**src/rtl/core/sfr_pkg.sv**
```systemverilog
`timescale 1ns / 1ps
`default_nettype none

package sfr_pkg;

    // frame buffer geometry
    localparam int BUFFER_DEPTH = 16;
    localparam int COUNT_W      = $clog2(BUFFER_DEPTH + 1);
    // only entries 0..10 are ever inspected, later bytes are only counted
    localparam int BUF_USED     = 11;

    // idle counter saturation
    localparam int IDLE_W = 7;
    localparam logic [IDLE_W-1:0] IDLE_CAP = IDLE_W'(100);

    // frame lengths in bytes
    localparam logic [COUNT_W-1:0] LEN_STATUS = COUNT_W'(13);
    localparam logic [COUNT_W-1:0] LEN_QUERY  = COUNT_W'(8);
    localparam logic [COUNT_W-1:0] LEN_MUTE   = COUNT_W'(9);

    // header and frame id bytes
    localparam logic [7:0] HDR_ESC    = 8'h1B;
    localparam logic [7:0] HDR_STX    = 8'h02;
    localparam logic [7:0] HDR_ETX    = 8'h03;
    localparam logic [7:0] ID_HI      = 8'h00;
    localparam logic [7:0] ID_STATUS  = 8'h01;
    localparam logic [7:0] ID_QUERY   = 8'h02;
    localparam logic [7:0] ID_MUTE    = 8'h03;
    localparam logic [7:0] REPLY_CMD  = 8'h12;
    localparam logic [7:0] REPLY_SUB  = 8'h01;
    localparam logic [7:0] FLAG_SET   = 8'h01;

    // query reply length
    localparam int REPLY_LEN = 9;
    localparam int BEAT_W    = $clog2(REPLY_LEN);
    localparam logic [BEAT_W-1:0] BEAT_LAST = BEAT_W'(REPLY_LEN - 1);

    // queue between front and back
    localparam int QUEUE_DEPTH = 4;
    localparam int QPTR_W      = $clog2(QUEUE_DEPTH);
    localparam int QCNT_W      = $clog2(QUEUE_DEPTH + 1);

    // configuration register indexes
    localparam logic CFG_IDLE_TIMEOUT = 1'b0;
    localparam logic CFG_FLASH_HOLD   = 1'b1;

    // request kinds
    typedef enum logic [1:0] {
        REQ_BYTE  = 2'd0,
        REQ_TICK  = 2'd1,
        REQ_CLEAR = 2'd2,
        REQ_NONE  = 2'd3
    } req_t;

    // one classified transaction handed from front to back
    typedef struct packed {
        logic       reply;
        logic       los;
        logic [2:0] type_leds;
        logic [3:0] flash_leds;
        logic [3:0] log_leds;
        logic       buzzer;
        logic       link_ready;
    } sfr_desc_t;

    // byte of the status query reply at a given beat
    function automatic logic [7:0] reply_byte(input logic [BEAT_W-1:0] beat, input logic los);
        logic [7:0] b;
        case (beat)
            BEAT_W'(0): b = HDR_ESC;
            BEAT_W'(1): b = HDR_STX;
            BEAT_W'(2): b = ID_HI;
            BEAT_W'(3): b = REPLY_CMD;
            BEAT_W'(4): b = ID_HI;
            BEAT_W'(5): b = REPLY_SUB;
            BEAT_W'(6): b = {7'd0, los};
            BEAT_W'(7): b = HDR_ESC;
            BEAT_W'(8): b = HDR_ETX;
            default:    b = 8'd0;
        endcase
        return b;
    endfunction

endpackage

`default_nettype wire

```
**src/rtl/core/sfr_front.sv**
```systemverilog
`timescale 1ns / 1ps
`default_nettype none

module sfr_front
    import sfr_pkg::*;
(
    input  wire logic        clk,
    input  wire logic        rst_n,
    input  wire logic        accept,
    input  wire logic [1:0]  req_type,
    input  wire logic [7:0]  rx_byte,
    input  wire logic        los_status,
    input  wire logic        cfg_wr_en,
    input  wire logic        cfg_addr,
    input  wire logic [7:0]  cfg_wr_data,
    output sfr_desc_t        desc
);

    logic [7:0]         buf_reg [BUF_USED];
    logic [7:0]         buf_next [BUF_USED];
    logic [7:0]         buf_view [BUF_USED];
    logic [COUNT_W-1:0] count_reg, count_next, count_inc;
    logic [IDLE_W-1:0]  idle_reg, idle_next, idle_inc;
    logic [7:0]         ftmr_reg, ftmr_next, ftmr_inc;
    logic [2:0]         type_reg, type_next;
    logic [3:0]         flash_reg, flash_next;
    logic [3:0]         log_reg, log_next;
    logic               buzz_reg, buzz_next;
    logic               rdy_reg, rdy_next;
    logic [IDLE_W-1:0]  timeout_reg;
    logic [7:0]         hold_reg;
    logic               is_status, is_query, is_mute, done, bad_hdr;
    logic               reply_hit;
    req_t               req;

    assign req       = req_t'(req_type);
    assign count_inc = count_reg + COUNT_W'(1);
    assign idle_inc  = idle_reg + IDLE_W'(1);
    assign ftmr_inc  = ftmr_reg + 8'd1;

    // buffer as seen after the incoming byte is stored
    always_comb
    begin
        for (int i = 0; i < BUF_USED; i++)
        begin
            buf_view[i] = (count_reg == COUNT_W'(i)) ? rx_byte : buf_reg[i];
        end
    end

    // frame classification on the updated buffer
    assign is_status = (buf_view[2] == ID_HI) && (buf_view[3] == ID_STATUS)
                       && (count_inc == LEN_STATUS);
    assign is_query  = (buf_view[2] == ID_HI) && (buf_view[3] == ID_QUERY)
                       && (count_inc == LEN_QUERY);
    assign is_mute   = (buf_view[2] == ID_HI) && (buf_view[3] == ID_MUTE)
                       && (count_inc == LEN_MUTE);
    assign done      = is_status || is_query || is_mute;
    assign bad_hdr   = (buf_view[0] != HDR_ESC) && (buf_view[1] != HDR_STX);

    // next state for one accepted transaction
    always_comb
    begin
        buf_next   = buf_reg;
        count_next = count_reg;
        idle_next  = idle_reg;
        ftmr_next  = ftmr_reg;
        type_next  = type_reg;
        flash_next = flash_reg;
        log_next   = log_reg;
        buzz_next  = buzz_reg;
        rdy_next   = rdy_reg;
        reply_hit  = 1'b0;
        if (accept)
        begin
            case (req)
                REQ_BYTE:
                begin
                    if (count_reg < COUNT_W'(BUFFER_DEPTH))
                    begin
                        if (done)
                        begin
                            // completed frame clears the used part of the buffer
                            for (int i = 0; i < BUF_USED; i++)
                            begin
                                buf_next[i] = (COUNT_W'(i) <= count_reg) ? 8'd0 : buf_view[i];
                            end
                            count_next = '0;
                            idle_next  = '0;
                        end
                        else
                        begin
                            buf_next   = buf_view;
                            count_next = count_inc;
                            if (bad_hdr)
                            begin
                                count_next = '0;
                                idle_next  = '0;
                            end
                        end
                        if (is_status)
                        begin
                            if (buf_view[6] == 8'd0)
                            begin
                                type_next = 3'b001;
                            end
                            else if (buf_view[6] == 8'd1)
                            begin
                                type_next = 3'b010;
                            end
                            else if (buf_view[6] == 8'd2)
                            begin
                                type_next = 3'b100;
                            end
                            for (int i = 0; i < 4; i++)
                            begin
                                if (buf_view[7 + i] == FLAG_SET)
                                begin
                                    flash_next[i] = 1'b1;
                                    log_next[i]   = 1'b1;
                                    ftmr_next     = 8'd0;
                                end
                            end
                        end
                        if (is_query)
                        begin
                            rdy_next  = 1'b1;
                            reply_hit = 1'b1;
                        end
                        if (is_mute && (buf_view[6] == 8'd0))
                        begin
                            buzz_next = 1'b1;
                        end
                    end
                end
                REQ_TICK:
                begin
                    ftmr_next = ftmr_inc;
                    if (ftmr_inc == hold_reg)
                    begin
                        flash_next = '0;
                    end
                    if (idle_inc >= timeout_reg)
                    begin
                        count_next = '0;
                        for (int i = 0; i < BUF_USED; i++)
                        begin
                            buf_next[i] = 8'd0;
                        end
                    end
                    idle_next = (idle_inc >= IDLE_CAP) ? IDLE_CAP : idle_inc;
                end
                REQ_CLEAR:
                begin
                    flash_next = '0;
                    log_next   = '0;
                    buzz_next  = 1'b0;
                end
                default:
                begin
                end
            endcase
        end
    end

    // indicators after this transaction travel with it
    assign desc.reply      = reply_hit;
    assign desc.los        = los_status;
    assign desc.type_leds  = type_next;
    assign desc.flash_leds = flash_next;
    assign desc.log_leds   = log_next;
    assign desc.buzzer     = buzz_next;
    assign desc.link_ready = rdy_next;

    // state registers
    always_ff @(posedge clk or negedge rst_n)
    begin
        if (!rst_n)
        begin
            for (int i = 0; i < BUF_USED; i++)
            begin
                buf_reg[i] <= 8'd0;
            end
            count_reg <= '0;
            idle_reg  <= IDLE_CAP;
            ftmr_reg  <= 8'd0;
            type_reg  <= 3'd0;
            flash_reg <= 4'd0;
            log_reg   <= 4'd0;
            buzz_reg  <= 1'b0;
            rdy_reg   <= 1'b0;
        end
        else
        begin
            buf_reg   <= buf_next;
            count_reg <= count_next;
            idle_reg  <= idle_next;
            ftmr_reg  <= ftmr_next;
            type_reg  <= type_next;
            flash_reg <= flash_next;
            log_reg   <= log_next;
            buzz_reg  <= buzz_next;
            rdy_reg   <= rdy_next;
        end
    end

    // configuration registers
    always_ff @(posedge clk or negedge rst_n)
    begin
        if (!rst_n)
        begin
            timeout_reg <= IDLE_W'(5);
            hold_reg    <= 8'd10;
        end
        else if (cfg_wr_en)
        begin
            case (cfg_addr)
                CFG_IDLE_TIMEOUT: timeout_reg <= cfg_wr_data[IDLE_W-1:0];
                CFG_FLASH_HOLD:   hold_reg    <= cfg_wr_data;
                default:
                begin
                end
            endcase
        end
    end

    // counters stay in range
    a_count_range: assert property (@(posedge clk) disable iff (!rst_n)
        count_reg <= COUNT_W'(BUFFER_DEPTH))
        else $error("byte count beyond buffer depth");

    a_idle_range: assert property (@(posedge clk) disable iff (!rst_n)
        idle_reg <= IDLE_CAP)
        else $error("idle counter above saturation");

endmodule

`default_nettype wire

```
**src/rtl/core/sfr_queue.sv**
```systemverilog
`timescale 1ns / 1ps
`default_nettype none

module sfr_queue
    import sfr_pkg::*;
(
    input  wire logic       clk,
    input  wire logic       rst_n,
    input  wire logic       push,
    input  wire sfr_desc_t  push_desc,
    output logic            full,
    output logic            head_valid,
    output sfr_desc_t       head_desc,
    input  wire logic       pop
);

    sfr_desc_t           mem_reg [QUEUE_DEPTH];
    logic [QPTR_W-1:0]   wr_ptr_reg, rd_ptr_reg;
    logic [QCNT_W-1:0]   cnt_reg, cnt_next;

    assign full       = (cnt_reg == QCNT_W'(QUEUE_DEPTH));
    assign head_valid = (cnt_reg != '0);
    assign head_desc  = mem_reg[rd_ptr_reg];

    // occupancy
    always_comb
    begin
        cnt_next = cnt_reg;
        if (push && !pop)
        begin
            cnt_next = cnt_reg + QCNT_W'(1);
        end
        else if (pop && !push)
        begin
            cnt_next = cnt_reg - QCNT_W'(1);
        end
    end

    // pointers
    always_ff @(posedge clk or negedge rst_n)
    begin
        if (!rst_n)
        begin
            wr_ptr_reg <= '0;
            rd_ptr_reg <= '0;
            cnt_reg    <= '0;
        end
        else
        begin
            if (push)
            begin
                wr_ptr_reg <= wr_ptr_reg + QPTR_W'(1);
            end
            if (pop)
            begin
                rd_ptr_reg <= rd_ptr_reg + QPTR_W'(1);
            end
            cnt_reg <= cnt_next;
        end
    end

    // entry storage
    always_ff @(posedge clk)
    begin
        if (push)
        begin
            mem_reg[wr_ptr_reg] <= push_desc;
        end
    end

    // front never writes into a full queue, back never pops an empty one
    a_no_overflow: assert property (@(posedge clk) disable iff (!rst_n)
        !(push && full) && !(pop && !head_valid))
        else $error("queue overflow or underflow");

endmodule

`default_nettype wire

```
**src/rtl/core/sfr_back.sv**
```systemverilog
`timescale 1ns / 1ps
`default_nettype none

module sfr_back
    import sfr_pkg::*;
(
    input  wire logic        clk,
    input  wire logic        rst_n,
    input  wire logic        head_valid,
    input  wire sfr_desc_t   head_desc,
    output logic             pop,
    output logic             m_axis_tvalid,
    input  wire logic        m_axis_tready,
    output logic [23:0]      m_axis_tdata,
    output logic             m_axis_tuser,
    output logic             m_axis_tlast
);

    logic [BEAT_W-1:0] beat_reg, beat_next;
    logic              out_valid_reg, out_valid_next;
    logic [23:0]       data_reg;
    logic              user_reg, last_reg;
    logic              fire, beat_last;
    logic [7:0]        tx_byte;

    assign fire      = head_valid && (!out_valid_reg || m_axis_tready);
    assign beat_last = !head_desc.reply || (beat_reg == BEAT_LAST);
    assign pop       = fire && beat_last;
    assign tx_byte   = head_desc.reply ? reply_byte(beat_reg, head_desc.los) : 8'd0;

    // beat counter and output valid
    always_comb
    begin
        beat_next = beat_reg;
        if (fire)
        begin
            beat_next = beat_last ? '0 : beat_reg + BEAT_W'(1);
        end
        if (fire)
        begin
            out_valid_next = 1'b1;
        end
        else if (m_axis_tready)
        begin
            out_valid_next = 1'b0;
        end
        else
        begin
            out_valid_next = out_valid_reg;
        end
    end

    always_ff @(posedge clk or negedge rst_n)
    begin
        if (!rst_n)
        begin
            beat_reg      <= '0;
            out_valid_reg <= 1'b0;
        end
        else
        begin
            beat_reg      <= beat_next;
            out_valid_reg <= out_valid_next;
        end
    end

    // output payload register
    always_ff @(posedge clk)
    begin
        if (fire)
        begin
            data_reg <= {3'd0, head_desc.link_ready, head_desc.buzzer, head_desc.log_leds,
                         head_desc.flash_leds, head_desc.type_leds, tx_byte};
            user_reg <= head_desc.reply;
            last_reg <= beat_last;
        end
    end

    assign m_axis_tvalid = out_valid_reg;
    assign m_axis_tdata  = data_reg;
    assign m_axis_tuser  = user_reg;
    assign m_axis_tlast  = last_reg;

    // a result without reply byte is always the only one of its transaction
    a_single_last: assert property (@(posedge clk) disable iff (!rst_n)
        (m_axis_tvalid && !m_axis_tuser) |-> m_axis_tlast)
        else $error("non-reply result without last");

    // reply beats only advance while a reply is at the head
    a_beat_idle: assert property (@(posedge clk) disable iff (!rst_n)
        (beat_reg != '0) |-> (head_valid && head_desc.reply))
        else $error("reply beat counter running without a reply");

endmodule

`default_nettype wire

```
**src/rtl/core/status_frame_receiver.sv**
```systemverilog
// path: with the queue empty and the output free, an accepted input transaction is written
//   to the queue and then to the output register, from which the result is on the master side
// throughput: one input transaction per cycle while the queue is not full; a status query
//   holds the output for its nine reply beats, the four-entry queue takes up to three more
//   transactions behind it, after that input stalls until the last reply beat leaves
// reset: rst_n clears the frame buffer, byte count, flash timer, indicators and queue at once,
//   sets the idle counter to 100, loads idle timeout 5 and flash hold 10 ticks; no clearing pass
`timescale 1ns / 1ps
`default_nettype none

module status_frame_receiver
    import sfr_pkg::*;
(
    input  wire logic        clk,
    input  wire logic        rst_n,
    input  wire logic        s_axis_tvalid,
    output logic             s_axis_tready,
    input  wire logic [15:0] s_axis_tdata,   // rx_byte [7:0], los_status [8], zero [15:9]
    input  wire logic [1:0]  s_axis_tuser,   // req_type [1:0]
    output logic             m_axis_tvalid,
    input  wire logic        m_axis_tready,
    output logic [23:0]      m_axis_tdata,   // tx_byte [7:0], type_leds [10:8],
                                             // flash_leds [14:11], log_leds [18:15],
                                             // buzzer_out [19], link_ready [20], zero [23:21]
    output logic             m_axis_tuser,   // tx_valid
    output logic             m_axis_tlast,   // last
    input  wire logic        cfg_wr_en,
    input  wire logic        cfg_addr,
    input  wire logic [7:0]  cfg_wr_data
);

    sfr_desc_t front_desc, head_desc;
    logic      in_accept, q_full, head_valid, pop;

    assign s_axis_tready = !q_full;
    assign in_accept     = s_axis_tvalid && s_axis_tready;

    // front: frame assembly and indicator state
    sfr_front u_front (
        .clk         (clk),
        .rst_n       (rst_n),
        .accept      (in_accept),
        .req_type    (s_axis_tuser),
        .rx_byte     (s_axis_tdata[7:0]),
        .los_status  (s_axis_tdata[8]),
        .cfg_wr_en   (cfg_wr_en),
        .cfg_addr    (cfg_addr),
        .cfg_wr_data (cfg_wr_data),
        .desc        (front_desc)
    );

    // queue of classified transactions
    sfr_queue u_queue (
        .clk        (clk),
        .rst_n      (rst_n),
        .push       (in_accept),
        .push_desc  (front_desc),
        .full       (q_full),
        .head_valid (head_valid),
        .head_desc  (head_desc),
        .pop        (pop)
    );

    // back: result expansion and output register
    sfr_back u_back (
        .clk           (clk),
        .rst_n         (rst_n),
        .head_valid    (head_valid),
        .head_desc     (head_desc),
        .pop           (pop),
        .m_axis_tvalid (m_axis_tvalid),
        .m_axis_tready (m_axis_tready),
        .m_axis_tdata  (m_axis_tdata),
        .m_axis_tuser  (m_axis_tuser),
        .m_axis_tlast  (m_axis_tlast)
    );

endmodule

`default_nettype wire
```
**config.mk**
```make
export PLATFORM = sky130hd
export DESIGN_NAME = status_frame_receiver
export DESIGN_NICKNAME = d
export VERILOG_FILES = /design/src/rtl/core/sfr_pkg.sv /design/src/rtl/core/sfr_front.sv /design/src/rtl/core/sfr_queue.sv /design/src/rtl/core/sfr_back.sv /design/src/rtl/core/status_frame_receiver.sv
export SDC_FILE = /design/constraint.sdc
export NUM_CORES = 1
export LEC_CHECK = 0
export BUFFER_PORTS_ARGS = -buffer_cell sky130_fd_sc_hd__buf_2
export CAP_MARGIN = 20
export CORE_MARGIN = 2
export CORE_UTILIZATION = 50
export CTS_CLUSTER_DIAMETER = 120
export DETAILED_ROUTE_END_ITERATION = 12
export GPL_ROUTABILITY_DRIVEN = 0
export GPL_TIMING_DRIVEN = 0
export PLACE_DENSITY = 0.68
export SLEW_MARGIN = 10
export SYNTH_ARGS = -nofsm -noshare
export SYNTH_HDL_FRONTEND = slang
export SYNTH_HIERARCHICAL = 1
export SYNTH_SLANG_ARGS = --single-unit
export TNS_END_PERCENT = 10
```
**constraint.sdc**
```tcl
create_clock -name clk -period 4.9 [get_ports clk]
set_input_delay 0.98 -clock clk [delete_from_list [all_inputs] [get_ports clk]]
set_output_delay 0.98 -clock clk [all_outputs]
set_load 0.05 [all_outputs]
```
==> run metrics, run 1 <==
number of non-filler instances in the completed layout=1022; number of failing hold endpoints at the final stage=0; sequential area share after synthesis=60.40%; hold bufs inserted after CTS=0; type of origin of the critical path=primary input; via density per instance=6.019; cell total after placement=980; Synth Register Bits=211; HPWL after DPL=13420 um; First DRT Iteration DRCs=477; flip-flop count of the largest register, all copies and words added=72; clock period minus final worst setup slack=3.679 ns; clock sink count=211; area share of the largest cell type after synthesis=33.24%; prevailing post-synth register cell=dfrtp_1; total power consumption of the routed design=5.443 mW; clock latency at the later pin of the worst-skew pair=0.51 ns; Post-Layout Inst Area=10700 um2; grt met1 use=28.34%; via count=6151; Max-Cap Viols=0; IR drop worst, VDD=0.2618 mV; total overflow reported by the global router=0; number of max-slew violations in the final report=0; placed standard-cell area=9977 um2; commonest non-fill, non-tap cells in the layout=dfrtp_1, a22o_1, edfxtp_1; number of detailed-route iterations in the first pass=5; Routed WL=19790 um; clock skew after layout=0.01485 ns; critical path arrival=3.94 ns; placement row count=50; CP Max Fanout=10; I/O pins=60; clock buffer count from CTS=23; DRC=0; wire length of the first global-routing pass=32800 um; met2 Usage GRT=33.96%; Yosys warning count=6; achievable frequency=0.2718 GHz; setup repair after global routing missed its margin=no; P_leak=4.670 nW; met3 global-route usage=3.057%; initial antenna violation count=0; peak-usage layer in the global routing report=met2; P per Cell Area=508.5 nW/um2; Avg WL per Cell=19.36 um; netlist area before placement=9410 um2; Slew Limit Headroom=29.21%; endpoint kind of the worst setup timing path=flip-flop; maximum number of buffers from clock root to sink=3; layout cell share with drive strength beyond 1=18.91%; core area=18580 um2; worst hold path class=primary input to async pin; die width=141.2 um; number of resized instances in the post-cts repair step=0; die area=19930 um2; largest net degree at the start of global routing=74; initial standard-cell utilization of the core=50.65%; biggest area contributors in the synthesized netlist=dfrtp_1, edfxtp_1, a22o_1; final setup fails=0; area delta synth->final=13.75%; final antenna diode count=0; slew at the pin closest to its max-slew limit=1.053 ns; worst path required time=5.16 ns; Synth Instances=698; root buffer cell=clkbuf_16; summed negative setup slack over all endpoints=0 ns; cell type with the highest aggregate area in the netlist=dfrtp_1; most frequent standard cell in the layout excluding fill and tap cells=dfrtp_1; count of nets left with antenna violations after detail routing=0; level count of the clock H-tree=1; share of flip-flops with an asynchronous set or reset after synthesis=62.56%; Post CTS Setup Buffer Count=0; mean post-synth cell area=13.48 um2; global routing usage summed across all routing layers=20.40%; status=finished, final reports clean; Chip Height=141.2 um; number of enable-type register cells in the synthesized netlist=79; CP Class=primary input to flip-flop; CTS tree=done; number of nets at the end of the flow=825; count of buffers inserted at the top-level ports=40; via count of the first global-routing pass=6334; clock-pin transition on the worst setup and hold timing paths=0.06 ns; share of the clock period used by the worst path=75.07%; number of different library cells in the post-synthesis netlist=68
-- stage by stage --
step                util, %  worst slack [ns]  hold WS [ns]
floorplan                 -             1.588        0.4268
detailed placement    53.70            0.7830        0.4453
global placement      53.42            0.8649        0.4419
global route          57.61            0.9128        0.4679
CTS                   57.61             1.280        0.4629
finish                57.61             1.221        0.4542
-- Yosys cell counts (6+ instances only) --
cell / n
nor3_1: 12
nand2_1: 38
a21oi_1: 14
o2bb2ai_1: 7
dfstp_2: 7
edfxtp_1: 79
mux4_1: 7
clkbuf_1: 12
mux4_2: 8
nand3_1: 25
nand4_1: 6
xnor2_1: 11
xor2_1: 15
o21ai_0: 16
nor2_1: 22
nor4_1: 13
nor2b_1: 7
dfrtp_1: 125
buf_4: 11
and2_1: 8
nand2b_1: 8
mux2_2: 11
ha_1: 21
o31ai_1: 10
a22o_1: 85
buf_2: 8
inv_1: 31
-- power breakdown --
| group | switching, mW | leakage, nW | internal, mW |
|---|---|---|---|
| clock network | 0.673 | 0.365 | 0.964 |
| logic | 0.933 | 1.76 | 0.545 |
| registers | 0.162 | 2.55 | 2.17 |
| total | 1.77 | 4.67 | 3.67 |
-- cell families after synthesis --
kind of cell	synth area share, %
compound gates	14.56
xor+xnor	2.420
fa+ha+maj	3.005
buf+inv	3.590
flops	60.40
mux	5.717
other cells	0.03985
simple gates	10.26
-- path summary, 6_finish.rpt --
check / depth (start not counted) / slack [ns] / startpoint / end
setup reg to reg: 9 / 1.25 / u_queue/cnt_reg[2]$_DFFE_PN0P_ / u_front/buf_reg[8]$_DFFE_PN0P_
setup / recovery: 9 / 1.22 / s_axis_tdata[7] / u_queue/mem_reg[2][11]$_DFFE_PP_
hold reg to reg: 1 / 0.46 / u_front/rdy_reg$_DFF_PN0_ / u_front/rdy_reg$_DFF_PN0_
hold / removal: 1 / 0.45 / rst_n / u_front/timeout_reg[4]$_DFFE_PN0P_
min in group clk: 1 / 0.46 / u_front/rdy_reg$_DFF_PN0_ / u_front/rdy_reg$_DFF_PN0_
max in group asynchronous: 2 / 3.68 / rst_n / u_front/buf_reg[9]$_DFFE_PN0P_
-- final cells by class --
| class | instances | area, um2 |
|---|---|---|
| Sequential cell | 211 | 5684 |
| Buffer | 35 | 221.5 |
| Multi-Input combinational cell | 427 | 3413 |
| Timing Repair Buffer | 42 | 249.0 |
| Inverter | 31 | 116.4 |
| Tap cell | 234 | 292.8 |
| Clock inverter | 13 | 98.84 |
| Fill cell | 1484 | 7876 |
| Clock buffer | 29 | 628.1 |
-- metal layers --
metal | wire length [um] | up-vias
li1 | - | 2800
met4 | 345 | 0
met5 | 0 | -
met2 | 9715 | 209
met3 | 1053 | 27
met1 | 8670 | 3115
-- critical path, stage by stage --
cell      delay (ns)
clkbuf_1        0.29
nor3_1          0.41
nand2_1         0.19
o41ai_1         0.56
nand2_1         0.28
nor4_1          0.38
buf_2           0.28
nand3_1         0.16
a21oi_1         0.40
(Power assumes the default switching activity.)
==> run 2: changes to the inputs <==
==> constraint.sdc (replaced) <==
create_clock -name clk -period 3.7 [get_ports clk]
set_input_delay 0.74 -clock clk [delete_from_list [all_inputs] [get_ports clk]]
set_output_delay 0.74 -clock clk [all_outputs]
set_load 0.05 [all_outputs]
==> run 2 against run 1 <==
Against the previous run: largest power group unchanged; core utilization increased by 0.088 points; highest routed layer unchanged; global-route usage did not move; worst setup slack worse by 0.92 ns; die area unchanged; critical path type is now flip-flop to flip-flop; clock power increased by 32%; wire length about the same; critical path depth unchanged; sequential power up 32%.
==> run metrics, run 2 (synthesis results as in run 1) <==
clock sink count=211 (unchanged); HPWL after DPL=13420 um (unchanged); via count=6184 (was 6151); type of origin of the critical path=flip-flop (was primary input); flip-flop count of the largest register, all copies and words added=72 (unchanged); clock buffer count from CTS=23 (unchanged); critical path arrival=3.78 ns (was 3.94 ns); count of buffers inserted at the top-level ports=40 (unchanged); number of detailed-route iterations in the first pass=5 (unchanged); post-placement worst setup slack=-0.1770 ns (was 0.7830 ns); CP Class=flip-flop to flip-flop (was primary input to flip-flop); initial antenna violation count=0 (unchanged); layout cell share with drive strength beyond 1=19.29% (was 18.91%); number of nets at the end of the flow=825 (unchanged); setup repair after global routing missed its margin=no (unchanged); worst hold path class=primary input to async pin (unchanged); placement row count=50 (unchanged); Fillers=1481 (was 1484); endpoint kind of the worst setup timing path=flip-flop (unchanged); DRC=0 (unchanged); P_leak=4.675 nW (was 4.670 nW); P per Cell Area=672.6 nW/um2 (was 508.5 nW/um2); First DRT Iteration DRCs=465 (was 477); slew at the pin closest to its max-slew limit=1.028 ns (was 1.053 ns); root buffer cell=clkbuf_16 (unchanged); commonest non-fill, non-tap cells in the layout=dfrtp_1, a22o_1, edfxtp_1 (unchanged); global routing usage summed across all routing layers=20.40% (unchanged); clock skew after layout=0.01209 ns (was 0.01485 ns); Met1 Routed Length=8695 um (was 8670 um); clock-pin transition on the worst setup and hold timing paths=0.06 ns (about the same); Avg WL per Cell=19.36 um (about the same); Slew Limit Headroom=30.88% (was 29.21%); reg2reg start=u_queue/cnt_reg[2]$_DFFE_PN0P_ (unchanged); routed wire length on met2=9679 um (was 9715 um); Max-Cap Viols=0 (unchanged); initial standard-cell utilization of the core=50.65% (unchanged); achievable frequency=0.2942 GHz; final antenna diode count=0 (unchanged); most frequent standard cell in the layout excluding fill and tap cells=dfrtp_1 (unchanged); core area=18580 um2 (unchanged); Chip Height=141.2 um (unchanged); Post CTS Setup Buffer Count=0 (unchanged); level count of the clock H-tree=1 (unchanged); die width=141.2 um (unchanged); share of the clock period used by the worst path=91.87%; Routed WL=19780 um (was 19790 um); CTS tree=done (unchanged); total overflow reported by the global router=0 (unchanged); top layer used by detailed routing=met4 (unchanged); count of nets left with antenna violations after detail routing=0 (unchanged); status=finished, final reports clean (unchanged); CP startpoint=u_queue/cnt_reg[2]$_DFFE_PN0P_ (was s_axis_tdata[7]); r2r setup slk=0.30 ns (was 1.25 ns); maximum number of buffers from clock root to sink=3 (unchanged); met3 wire len=1026 um (was 1053 um); largest net degree at the start of global routing=74 (unchanged); clock period minus final worst setup slack=3.399 ns; via count of the first global-routing pass=6334 (unchanged); worst path required time=4.08 ns (was 5.16 ns); IR drop worst, VDD=0.3469 mV (was 0.2618 mV); final setup fails=0 (unchanged); final design utilization=57.70% (was 57.61%); number of failing hold endpoints at the final stage=0 (unchanged); die area=19930 um2 (unchanged); area delta synth->final=13.92% (was 13.75%); wire length of the first global-routing pass=32800 um (unchanged); I/O pins=60 (unchanged); via density per instance=6.051 (was 6.019); CP Max Fanout=11 (was 10); number of max-slew violations in the final report=0 (unchanged); total power consumption of the routed design=7.210 mW (was 5.443 mW); clock latency at the later pin of the worst-skew pair=0.51 ns (about the same); Worst Setup Slack, final=0.3008 ns (was 1.221 ns)
run 2: cell type report:
type                       instances  area, um2  area share, %
multi-input combinational        427       3430          31.99
clock inverter                    13      98.84         0.9220
inverter                          31      116.4          1.085
tap                              234      292.8          2.731
buffer                            35      221.5          2.066
timing repair buffer              42      249.0          2.323
clock buffer                      29      628.1          5.859
sequential                       211       5684          53.02
run 2: where the power goes:
group          switching [mW]  internal (mW)  total, mW
clock network           0.890           1.28       2.17
registers               0.214           2.87       3.08
logic                    1.24          0.724       1.96
run 2: layer usage:
| layer | up-vias | track usage (%) |
|---|---|---|
| met5 | - | 0 |
| met2 | 216 | 33.96 |
| li1 | 2806 | - |
| met1 | 3128 | 28.34 |
| met4 | 0 | 5.526 |
| met3 | 34 | 3.057 |
run 2: worst paths after layout:
check | depth (start not counted) | endpoint
min | 1 | u_front/timeout_reg[4]$_DFFE_PN0P_
max | 9 | u_front/buf_reg[8]$_DFFE_PN0P_
min in group clk | 1 | u_queue/mem_reg[3][13]$_DFFE_PP_
max in group asynchronous | 2 | u_front/buf_reg[35]$_DFFE_PN0P_
min reg2reg | 1 | u_front/rdy_reg$_DFF_PN0_
max reg2reg | 9 | u_front/buf_reg[8]$_DFFE_PN0P_
run 2: through the flow:
step	hold slack [ns]	setup TNS, ns	area [um2]	instances
after global routing	0.2521	0	10720	1022
after detailed placement	0.4453	-6.624	9977	980
after global placement	0.4419	-1.558	9926	978
after CTS	0.2266	0	10700	1022
after floorplan	0.4268	0	9433	704
final	0.2130	0	10720	1022
run 2: critical path, cell delays in order (launching register included):
cell,delay [ns]
dfrtp_1,0.40
nor3b_1,0.16
nor2b_1,0.52
nand2b_1,0.10
clkbuf_1,0.29
a21oi_1,0.30
o311ai_0,0.24
o21ai_2,0.49
o211ai_1,0.42
a22o_1,0.36
run 2: timing repair:
| action | CTS | global route |
|---|---|---|
| gates resized for setup | 0 | 3 |
| endpoints found under the setup margin | 0 | 79 |
| hold buffers | 0 | 0 |
